--- src/sv/dsc_pkg.sv ---
// ----------------------------------------------------------------------------
// dsc_pkg
// Shared types, codes and defaults for the dilated/strided 1-D convolution.
// ----------------------------------------------------------------------------
package dsc_pkg;

  // Default store dimensions (top-level parameter defaults)
  localparam int DEF_MAX_IN_CHANNELS  = 16;
  localparam int DEF_MAX_OUT_CHANNELS = 16;
  localparam int DEF_MAX_TAPS         = 16;
  localparam int DEF_MAX_LENGTH       = 256;

  // Q4.12 data, fixed by the beat format
  localparam int DATA_W     = 16;
  localparam int FRAC_BITS  = 12;
  localparam int ROUND_HALF = 2048;
  localparam int RESULT_W   = 32;

  // Operation codes
  localparam logic [1:0] OP_LOAD_WEIGHT = 2'd0;
  localparam logic [1:0] OP_LOAD_BIAS   = 2'd1;
  localparam logic [1:0] OP_LOAD_SAMPLE = 2'd2;
  localparam logic [1:0] OP_QUERY       = 2'd3;

  // Status codes
  localparam logic ST_OK    = 1'b0;
  localparam logic ST_RANGE = 1'b1;

  // Configuration port
  localparam int CFG_IDX_W  = 3;
  localparam int CFG_DATA_W = 9;

  localparam logic [CFG_IDX_W-1:0] REG_STRIDE       = 3'd0;
  localparam logic [CFG_IDX_W-1:0] REG_PADDING      = 3'd1;
  localparam logic [CFG_IDX_W-1:0] REG_DILATION     = 3'd2;
  localparam logic [CFG_IDX_W-1:0] REG_KERNEL_SIZE  = 3'd3;
  localparam logic [CFG_IDX_W-1:0] REG_IN_CHANNELS  = 3'd4;
  localparam logic [CFG_IDX_W-1:0] REG_OUT_CHANNELS = 3'd5;
  localparam logic [CFG_IDX_W-1:0] REG_IN_LENGTH    = 3'd6;

  typedef struct packed {
    logic [1:0]               op;
    logic [3:0]               out_channel;
    logic [3:0]               in_channel;
    logic [3:0]               tap;
    logic [7:0]               time_index;
    logic signed [DATA_W-1:0] value;
  } dsc_in_t;

  typedef struct packed {
    logic signed [RESULT_W-1:0] result;
    logic                       status;
  } dsc_out_t;

  // Sequencer to MAC control
  typedef struct packed {
    logic clear;      // load accumulator with scaled bias
    logic valid;      // operand beat present on w/x
    logic use_prod;   // operand pair lies inside the sample window
  } dsc_mac_ctl_t;

endpackage

--- src/sv/dsc_mac.sv ---
// ----------------------------------------------------------------------------
// dsc_mac
// Shared multiply-accumulate: registered product, wide accumulator, and
// round-half-up to Q.12 with 32-bit saturation on the output.
// ----------------------------------------------------------------------------
module dsc_mac import dsc_pkg::*; #(
  parameter int ACC_W = 44
) (
  input  logic                       clk,
  input  logic                       rst_n,
  input  dsc_mac_ctl_t               ctl,
  input  logic signed [DATA_W-1:0]   bias,
  input  logic signed [DATA_W-1:0]   w,
  input  logic signed [DATA_W-1:0]   x,
  output logic                       busy,
  output logic signed [RESULT_W-1:0] result
);

  localparam logic signed [ACC_W-1:0] SAT_MAX =
    {{(ACC_W-RESULT_W){1'b0}}, 1'b0, {(RESULT_W-1){1'b1}}};
  localparam logic signed [ACC_W-1:0] SAT_MIN =
    {{(ACC_W-RESULT_W){1'b1}}, 1'b1, {(RESULT_W-1){1'b0}}};

  logic signed [2*DATA_W-1:0] prod_r;
  logic                       prod_v_r;
  logic signed [ACC_W-1:0]    acc_r;
  logic signed [ACC_W-1:0]    rnd;
  logic signed [ACC_W-1:0]    shr;

  always_ff @(posedge clk) begin
    if (!rst_n) begin
      prod_v_r <= 1'b0;
    end else begin
      prod_v_r <= ctl.valid;
    end
  end

  // Out-of-window taps contribute zero
  always_ff @(posedge clk) begin
    if (ctl.valid && ctl.use_prod) begin
      prod_r <= w * x;
    end else begin
      prod_r <= '0;
    end
  end

  always_ff @(posedge clk) begin
    if (ctl.clear) begin
      acc_r <= $signed(ACC_W'(bias)) <<< FRAC_BITS;
    end else if (prod_v_r) begin
      acc_r <= acc_r + ACC_W'(prod_r);
    end
  end

  // Arithmetic shift gives floor, which with the half offset is round half up
  always_comb begin
    rnd = acc_r + $signed(ACC_W'(ROUND_HALF));
    shr = rnd >>> FRAC_BITS;
    priority if (shr > SAT_MAX) begin
      result = SAT_MAX[RESULT_W-1:0];
    end else if (shr < SAT_MIN) begin
      result = SAT_MIN[RESULT_W-1:0];
    end else begin
      result = shr[RESULT_W-1:0];
    end
  end

  assign busy = prod_v_r;

endmodule

--- config.mk ---
export PLATFORM = sky130hd
export DESIGN_NAME = dsc_mac
export DESIGN_NICKNAME = d
export VERILOG_FILES = /design/src/sv/dsc_pkg.sv /design/src/sv/dsc_mac.sv
export SDC_FILE = /design/constraint.sdc
export NUM_CORES = 1
export LEC_CHECK = 0
export BUFFER_PORTS_ARGS = -buffer_cell sky130_fd_sc_hd__buf_2
export CAP_MARGIN = 20
export CORE_MARGIN = 2
export CORE_UTILIZATION = 45
export CTS_BUF_LIST = sky130_fd_sc_hd__clkbuf_2
export DETAILED_ROUTE_END_ITERATION = 8
export PLACE_DENSITY = 0.61
export SLEW_MARGIN = 5
export SYNTH_ARGS = -nofsm -noshare
export SYNTH_HDL_FRONTEND = slang
export SYNTH_SLANG_ARGS = --single-unit
--- constraint.sdc ---
create_clock -name clk -period 7.42 [get_ports clk]
set_input_delay 1.113 -clock clk [delete_from_list [all_inputs] [get_ports clk]]
set_output_delay 1.113 -clock clk [all_outputs]
set_load 0.02 [all_outputs]
==> flow_metrics.env, run 1 <==
export IMPL_status="completed"
export IMPL_final_setup_worst_slack_ps=711
export IMPL_antenna_found_initial=1
export IMPL_area_growth_pct=7.14
export IMPL_grt_pass1_vias=12000
export IMPL_drive_gt1_frac=0.0754
export IMPL_synth_edf_count=32
export IMPL_cp_data_required_time_ps=7890
export IMPL_tns_ps=0
export IMPL_drt_wirelength_per_cell_um=15.9
export IMPL_ant_nets=0
export IMPL_endpoint_kind="flip-flop"
export IMPL_synth_cells=1747
export IMPL_crit_path_start_kind="input pin"
export IMPL_drc=0
export IMPL_yosysSeqAreaShare=0.121
export IMPL_hp_class="reg2reg"
export IMPL_dieArea_um2=35700
export IMPL_worstMarginPinSlew_ps=843
export IMPL_synth_area_um2=15400
export IMPL_period_share=0.904
export IMPL_max_freq_mhz=149
export IMPL_cts_num_sinks=77
export IMPL_drt_pass1_iterations=7
export IMPL_grt_max_degree=33
export IMPL_hold_buffers=0
export IMPL_insertion_delay_ps=580
export IMPL_clk_pin_slew_ps=220
export IMPL_coreArea_um2=33600
export IMPL_ctsRootBufferMaster="clkbuf_2"
export IMPL_ys_async_sr_fraction=0
export IMPL_relSlewSlack=0.437
export IMPL_wl_um=36000
export IMPL_grt_pass1_wl_um=60800
export IMPL_cts_resized_gates=0
export IMPL_vias_per_cell=5.09
export IMPL_port_buffers=85
export IMPL_overflow=0
export IMPL_grt_use_total=0.211
export IMPL_vias=11500
export IMPL_ys_types=68
export IMPL_cp_arrival_ps=7180
export IMPL_utilization=0.490
export IMPL_drv_slew=0
export IMPL_min_period_ps=6710
export IMPL_post_cts_buffers=0
export IMPL_dp_slack_ps=57.0
export IMPL_die_height_um=189
export IMPL_hold_viol_final=0
export IMPL_gp_congestion=0.895
export IMPL_worst_setup_path_type="in2reg"
export IMPL_maxCapViolCount=0
export IMPL_finClkSkew_ps=18.7
export IMPL_ys_warn_count=0
export IMPL_synth_seq_cells=77
export IMPL_rsz0062_at_grt="false"
export IMPL_clockBufferDepth=2
export IMPL_io_pins=86
export IMPL_synth_nets=2189
export IMPL_cts_buffers=9
export IMPL_drt_iter0_markers=766
export IMPL_synthFlopType="dfxtp_1"
export IMPL_worst_path_max_fanout=16
export IMPL_setup_viol=0
export IMPL_dp_final_hpwl_um=30800
export IMPL_syn_area_per_cell_um2=8.81
export IMPL_cts_tree="yes"
export IMPL_start_util=0.458
export IMPL_htree_levels=3
export IMPL_die_width_um=189
export IMPL_finalNetCount=2255
export IMPL_std_cell_rows=67
-- path summary, 6_finish.rpt --
kind,start,to,cells after the start,slack (ps)
setup / recovery,x[1],prod_r[31],23,710
hold / removal,acc_r[8],acc_r[8],2,480
setup reg to reg,acc_r[0],acc_r[42],12,3940
hold reg to reg,acc_r[8],acc_r[8],2,480
-- final cells by class --
cell class,count,area [um^2]
Clock buffer,9,45.0
Inverter,326,1220
Multi-Input combinational cell,1293,12100
Antenna cell,1,2.50
Timing Repair Buffer,106,583
Tap cell,448,561
Clock inverter,7,101
Sequential cell,77,1860
Fill cell,3250,17100
-- through the flow --
| step | cell area [um^2] | hold slack, ps | std cells |
|---|---|---|---|
| finish | 16500 | 485 | 2267 |
| detailed placement | 16300 | 465 | 2250 |
| CTS | 16500 | 491 | 2266 |
| global placement | 16300 | 454 | 2250 |
| global route | 16500 | 516 | 2267 |
| floorplan | 15400 | 429 | 1747 |
-- per-layer routing --
metal / up-vias / share of wire / track usage
li1: 5697 / - / -
met1: 5544 / 0.51 / 0.317
met2: 277 / 0.43 / 0.330
met3: 30 / 0.044 / 0.0243
met4: 0 / 0.011 / 0.0397
met5: - / 0 / 0
-- cell usage after synthesis, types with 2 or more instances --
| cell type | count | share of area |
|---|---|---|
| inv_1 | 326 | 0.080 |
| fa_1 | 263 | 0.34 |
| nand2_1 | 199 | 0.049 |
| ha_1 | 126 | 0.10 |
| and2_1 | 120 | 0.049 |
| nor2_1 | 88 | 0.021 |
| o21ai_0 | 65 | 0.021 |
| a21oi_1 | 61 | 0.020 |
| xnor2_1 | 58 | 0.033 |
| clkbuf_1 | 48 | 0.012 |
| dfxtp_1 | 45 | 0.059 |
| nand3_1 | 36 | 0.012 |
| xor2_1 | 34 | 0.019 |
| edfxtp_1 | 32 | 0.062 |
| and3_1 | 29 | 0.012 |
| nor3_1 | 29 | 0.0094 |
| a21o_1 | 23 | 0.011 |
| nand4_1 | 15 | 0.0061 |
| nand2b_1 | 13 | 0.0053 |
| o21a_1 | 12 | 0.0059 |
| a211oi_1 | 11 | 0.0054 |
| a31oi_1 | 11 | 0.0045 |
| o21bai_1 | 11 | 0.0054 |
| o211ai_1 | 10 | 0.0049 |
| o31ai_1 | 8 | 0.0039 |
| mux2i_1 | 7 | 0.0046 |
| nor2b_1 | 6 | 0.0024 |
| and4_1 | 5 | 0.0028 |
| a41oi_1 | 4 | 0.0023 |
| o22a_1 | 3 | 0.0017 |
| or3_1 | 3 | 0.0012 |
| or4_1 | 3 | 0.0015 |
| a211o_1 | 2 | 0.0011 |
| a211oi_2 | 2 | 0.0016 |
| a221oi_1 | 2 | 0.0011 |
| a22o_1 | 2 | 0.0011 |
| a31o_2 | 2 | 0.0011 |
| and3b_1 | 2 | 0.0011 |
| o22ai_1 | 2 | 0.00081 |
-- flip-flops by register name (all words and copies together) (netlist names) --
name    cells
acc_r      44
prod_r     32
busy        1
-- worst max-delay path: stages --
cell	delay, ps
buf_2	280
nand2_1	160
inv_1	140
fa_1	420
inv_1	230
fa_1	470
inv_1	90
fa_1	430
fa_1	480
fa_1	550
inv_1	60
fa_1	520
inv_1	40
ha_1	360
a21oi_1	210
o211ai_1	140
a32o_1	270
a31oi_1	300
o31ai_1	190
a211oi_1	340
a21oi_1	130
xnor2_1	180
nor2_1	50
-- layout by cell type, fill, tap and decap left out, drive strengths merged, types with 3 or more instances in the layout --
| cell type | instances |
|---|---|
| a211oi | 13 |
| a21o | 23 |
| a21oi | 62 |
| a31oi | 11 |
| a41oi | 4 |
| and2 | 121 |
| and3 | 29 |
| and4 | 5 |
| buf | 106 |
| clkbuf | 9 |
| dfxtp | 45 |
| edfxtp | 32 |
| fa | 263 |
| ha | 126 |
| inv | 331 |
| mux2i | 7 |
| nand2 | 199 |
| nand2b | 13 |
| nand3 | 36 |
| nand4 | 16 |
| nor2 | 88 |
| nor2b | 6 |
| nor3 | 29 |
| o211ai | 11 |
| o21a | 12 |
| o21ai | 66 |
| o21bai | 11 |
| o22a | 3 |
| o31ai | 9 |
| or3 | 3 |
| or4 | 3 |
| xnor2 | 58 |
| xor2 | 34 |
-- kinds of logic after synthesis --
group,share of synthesized area
compound gates,0.107
xor+xnor,0.0524
fa+ha+maj,0.445
buf+inv,0.0922
flops,0.121
mux,0.00455
simple gates,0.178
Power of run 1 is left out: the tool's default activity adds up to more than one toggle a clock period on the data nets, which glitch-free logic cannot reach.
==> inputs of run 2 (changes only) <==
Settings changed: BUFFER_PORTS_ARGS -buffer_cell sky130_fd_sc_hd__buf_2 to -buffer_cell sky130_fd_sc_hd__buf_4.
Clock period 7.42 ns to 8.52 ns, I/O delays scaled along.
==> run 2 against run 1 <==
  * Clock skew increased by 6.1 ps
  * Wire length fell by 1.9%
  * Register-to-register slack improved by 1100 ps
  * Final cell count down 0.79%
  * Sequential share of layout area barely moved
  * Worst setup slack better by 820 ps
  * Count of clock-buffer cells in the layout did not move
  * Die area unchanged
  * Core utilization increased by 0.093 points
  * Via count is 0.27% higher
  * Largest cell class unchanged
  * Highest routed layer unchanged
==> flow_metrics.env, run 2 (same netlist as run 1, synthesis figures left out) <==
export IMPL_relSlewSlack=0.376
export IMPL_clk_pin_slew_ps=220
export IMPL_io_pins=86
export IMPL_regMostFlops="acc_r"
export IMPL_drive_gt1_frac=0.0661
export IMPL_drt_iter0_markers=622
export IMPL_overflow=0
export IMPL_multi_input_area_um2=12100
export IMPL_vias_per_cell=5.15
export IMPL_std_cell_rows=67
export IMPL_hold_viol_final=0
export IMPL_top_usage_layer="met2"
export IMPL_grt_use_total=0.206
export IMPL_min_period_ps=6990
export IMPL_worst_path_max_fanout=11
export IMPL_port_buffers=85
export IMPL_coreArea_um2=33600
export IMPL_setup_viol=0
export IMPL_grt_pass1_wl_um=59600
export IMPL_ant_nets=0
export IMPL_gr_usage_met3=0.0171
export IMPL_hp_class="reg2reg"
export IMPL_cts_resized_gates=0
export IMPL_grtUsageMet1=0.309
export IMPL_drt_pass1_iterations=5
export IMPL_crit_path_start_kind="input pin"
export IMPL_cts_buffers=9
export IMPL_cp_data_required_time_ps=8960
export IMPL_grt_pass1_vias=11800
export IMPL_finClkSkew_ps=24.9
export IMPL_rsz0062_at_grt="false"
export IMPL_status="completed"
export IMPL_largest_reg_flops=44
export IMPL_start_util=0.458
export IMPL_worstMarginPinSlew_ps=934
export IMPL_clockBufferDepth=2
export IMPL_tns_ps=0
export IMPL_vias=11600
export IMPL_antenna_found_initial=1
export IMPL_drc=0
export IMPL_dieArea_um2=35700
export IMPL_maxCapViolCount=0
export IMPL_cts_tree="yes"
export IMPL_endpoint_kind="flip-flop"
export IMPL_finalNetCount=2237
export IMPL_htree_levels=3
export IMPL_cts_num_sinks=77
export IMPL_max_freq_mhz=143
export IMPL_insertion_delay_ps=570
export IMPL_met2_usage=0.329
export IMPL_cp_arrival_ps=7420
export IMPL_final_cell_mix="inv_1, fa_1, nand2_1"
export IMPL_die_width_um=189
export IMPL_die_height_um=189
export IMPL_dp_final_hpwl_um=29800
export IMPL_ctsRootBufferMaster="clkbuf_2"
export IMPL_layout_commonest_cell="inv_1"
export IMPL_seqCellArea_um2=1860
export IMPL_worst_setup_path_type="in2reg"
export IMPL_wl_um=35300
export IMPL_gp_congestion=0.884
export IMPL_period_share=0.820
export IMPL_drv_slew=0
export IMPL_grt_max_degree=36
export IMPL_fillers=3266
export IMPL_post_cts_buffers=0
export IMPL_hold_buffers=0
export IMPL_drt_wirelength_per_cell_um=15.7
export IMPL_area_growth_pct=7.34
## run 2: layer usage
metal | part of all wire | up-vias
met5 | 0 | -
met4 | 0.010 | 0
met3 | 0.037 | 23
met2 | 0.44 | 235
met1 | 0.51 | 5657
li1 | - | 5664
## run 2: worst paths after layout
path,startpoint,endpoint,slack [ps],cells after the start
worst max-delay path,x[15],prod_r[30],1530,21
worst min-delay path,acc_r[8],acc_r[8],480,2
worst max register to register,prod_r[0],acc_r[42],5050,12
worst min register to register,acc_r[8],acc_r[8],480,2
## run 2: through the flow
stage	instance area (um^2)	setup WS (ps)	utilization	hold WS, ps	instances
6_report	16500	1530	0.491	485	2249
5_1_grt	16500	1210	0.491	525	2249
4_1_cts	16500	1530	0.491	491	2248
3_5_place_dp	16400	895	0.488	466	2232
3_3_place_gp	16400	982	0.488	454	2232
2_1_floorplan	15400	1480	-	429	1747
## run 2: final cells by class
class                           count  area share
Antenna cell                        1    0.000152
Multi-Input combinational cell   1293       0.733
Timing Repair Buffer               88      0.0400
Sequential cell                    77       0.113
Clock buffer                        9     0.00273
Inverter                          326      0.0741
Clock inverter                      7     0.00333
Tap cell                          448      0.0339
## run 2: worst max-delay path, stage by stage
cell	delay, ps
buf_4	150
inv_1	310
nor2_1	110
fa_1	520
fa_1	530
fa_1	530
fa_1	520
fa_1	540
inv_1	50
fa_1	520
inv_1	40
ha_1	350
and3_1	240
and2_0	160
a221oi_1	460
o2111ai_1	220
a41o_1	300
a21o_1	200
o22a_1	170
xnor2_1	160
nor2_1	50
Power of run 2 is left out for the same reason.
==> inputs of run 3 (changes only) <==
Clock period 8.52 ns to 6.5 ns, I/O delays scaled along.
==> run 3 against run 2 <==
  * Register-to-register slack lost 2100 ps
  * Final cell count rose by 5.6%
  * First-iteration DRC count fell by 3.5%
  * Count of clock-buffer cells in the layout grew 1
  * Clock skew about the same
  * Via count is 3.7% higher
  * Final area increased by 5.8%
  * Wire length rose by 2.5%
  * Critical endpoint is now prod_r[28]
==> flow_metrics.env, run 3 (same netlist as run 1, synthesis figures left out) <==
export IMPL_drv_slew=0
export IMPL_fillers=3218
export IMPL_final_setup_worst_slack_ps=345
export IMPL_insertion_delay_ps=580
export IMPL_vias_per_cell=5.05
export IMPL_period_share=0.947
export IMPL_worst_setup_path_type="in2reg"
export IMPL_drt_iter0_markers=600
export IMPL_clockBufferDepth=2
export IMPL_ant_nets=0
export IMPL_max_freq_mhz=162
export IMPL_worstMarginPinSlew_ps=831
export IMPL_finClkSkew_ps=24.4
export IMPL_post_cts_buffers=0
export IMPL_hp_class="reg2reg"
export IMPL_largest_reg_flops=44
export IMPL_die_width_um=189
export IMPL_cp_arrival_ps=6630
export IMPL_grt_pass1_vias=12600
export IMPL_status="completed"
export IMPL_min_period_ps=6160
export IMPL_start_util=0.458
export IMPL_area_growth_pct=13.6
export IMPL_rsz0062_at_grt="false"
export IMPL_drive_gt1_frac=0.130
export IMPL_hold_viol_final=0
export IMPL_worst_path_max_fanout=5
export IMPL_port_buffers=85
export IMPL_hold_buffers=0
export IMPL_die_height_um=189
export IMPL_dieArea_um2=35700
export IMPL_gp_congestion=0.886
export IMPL_grt_max_degree=33
export IMPL_overflow=0
export IMPL_holdWs_ps=486
export IMPL_io_pins=86
export IMPL_wl_um=36200
export IMPL_cts_buffers=9
export IMPL_cts_resized_gates=0
export IMPL_clk_pin_slew_ps=220
export IMPL_layout_commonest_cell="inv_1"
export IMPL_drc=0
export IMPL_dp_slack_ps=-297
export IMPL_drt_wirelength_per_cell_um=15.2
export IMPL_std_cell_rows=67
export IMPL_dp_final_hpwl_um=31600
export IMPL_cts_num_sinks=77
export IMPL_grt_use_total=0.213
export IMPL_regMostFlops="acc_r"
export IMPL_endpoint_kind="flip-flop"
export IMPL_htree_levels=3
export IMPL_vias=12000
export IMPL_cp_data_required_time_ps=6970
export IMPL_utilization=0.520
export IMPL_antenna_found_initial=1
export IMPL_maxCapViolCount=0
export IMPL_final_cell_mix="inv_1, fa_1, buf_4"
export IMPL_setup_viol=0
export IMPL_ctsRootBufferMaster="clkbuf_2"
export IMPL_relSlewSlack=0.445
export IMPL_grt_pass1_wl_um=62200
export IMPL_crit_path_start_kind="input pin"
export IMPL_cts_tree="yes"
export IMPL_coreArea_um2=33600
export IMPL_drt_pass1_iterations=7
export IMPL_finalNetCount=2364
==> run 3: cell types whose count changed in the layout (fill, tap and decap cells not counted), sizes merged <==
| cell | delta |
|---|---|
| buf | +127 |
| clkbuf | +1 |
| clkinv | +4 |
| clkinvlp | -1 |
| inv | -4 |
==> run 3: worst paths after layout <==
| check | startpoint | slack [ps] | to | depth (start not counted) |
|---|---|---|---|---|
| max | x[12] | 340 | prod_r[28] | 22 |
| min | acc_r[8] | 490 | acc_r[8] | 2 |
| max reg2reg | acc_r[0] | 2920 | acc_r[42] | 12 |
| min reg2reg | acc_r[8] | 490 | acc_r[8] | 2 |
==> run 3: cell type report <==
| class | instances | area (um^2) | area share |
|---|---|---|---|
| Timing Repair Buffer | 215 | 1610 | 0.0923 |
| Clock inverter | 6 | 38.8 | 0.00222 |
| Inverter | 326 | 1220 | 0.0700 |
| Clock buffer | 10 | 50.0 | 0.00286 |
| Sequential cell | 77 | 1860 | 0.107 |
| Multi-Input combinational cell | 1293 | 12100 | 0.694 |
| Tap cell | 448 | 561 | 0.0321 |
| Antenna cell | 1 | 2.50 | 0.000143 |
==> run 3: layer usage <==
| layer | vias up | global-route usage | share of wire |
|---|---|---|---|
| met5 | - | 0 | 0 |
| met4 | 0 | 0.0484 | 0.015 |
| met3 | 38 | 0.0222 | 0.041 |
| met2 | 276 | 0.346 | 0.45 |
| met1 | 5769 | 0.309 | 0.49 |
| li1 | 5922 | - | - |
==> run 3: through the flow <==
step | area [um^2] | setup TNS, ps | std cells
after CTS | 17500 | 0 | 2375
after detailed placement | 17400 | -1590 | 2359
after global placement | 17400 | -1370 | 2359
after floorplan | 15400 | 0 | 1747
final | 17500 | 0 | 2376
after global routing | 17500 | 0 | 2376
==> run 3: critical path: stages <==
cell and delay, ps:
buf_4 130, and2_1 170, fa_1 560, inv_1 60, fa_1 470, inv_1 50, fa_1 560, fa_1 450
fa_1 550, inv_1 60, fa_1 520, inv_1 40, ha_1 320, and3_1 240, and2_0 180, a221oi_2 280
o2111ai_1 180, a41o_1 240, a21o_1 190, a21oi_1 170, xor2_1 150, nor2_1 50
Power of run 3 is left out for the same reason.
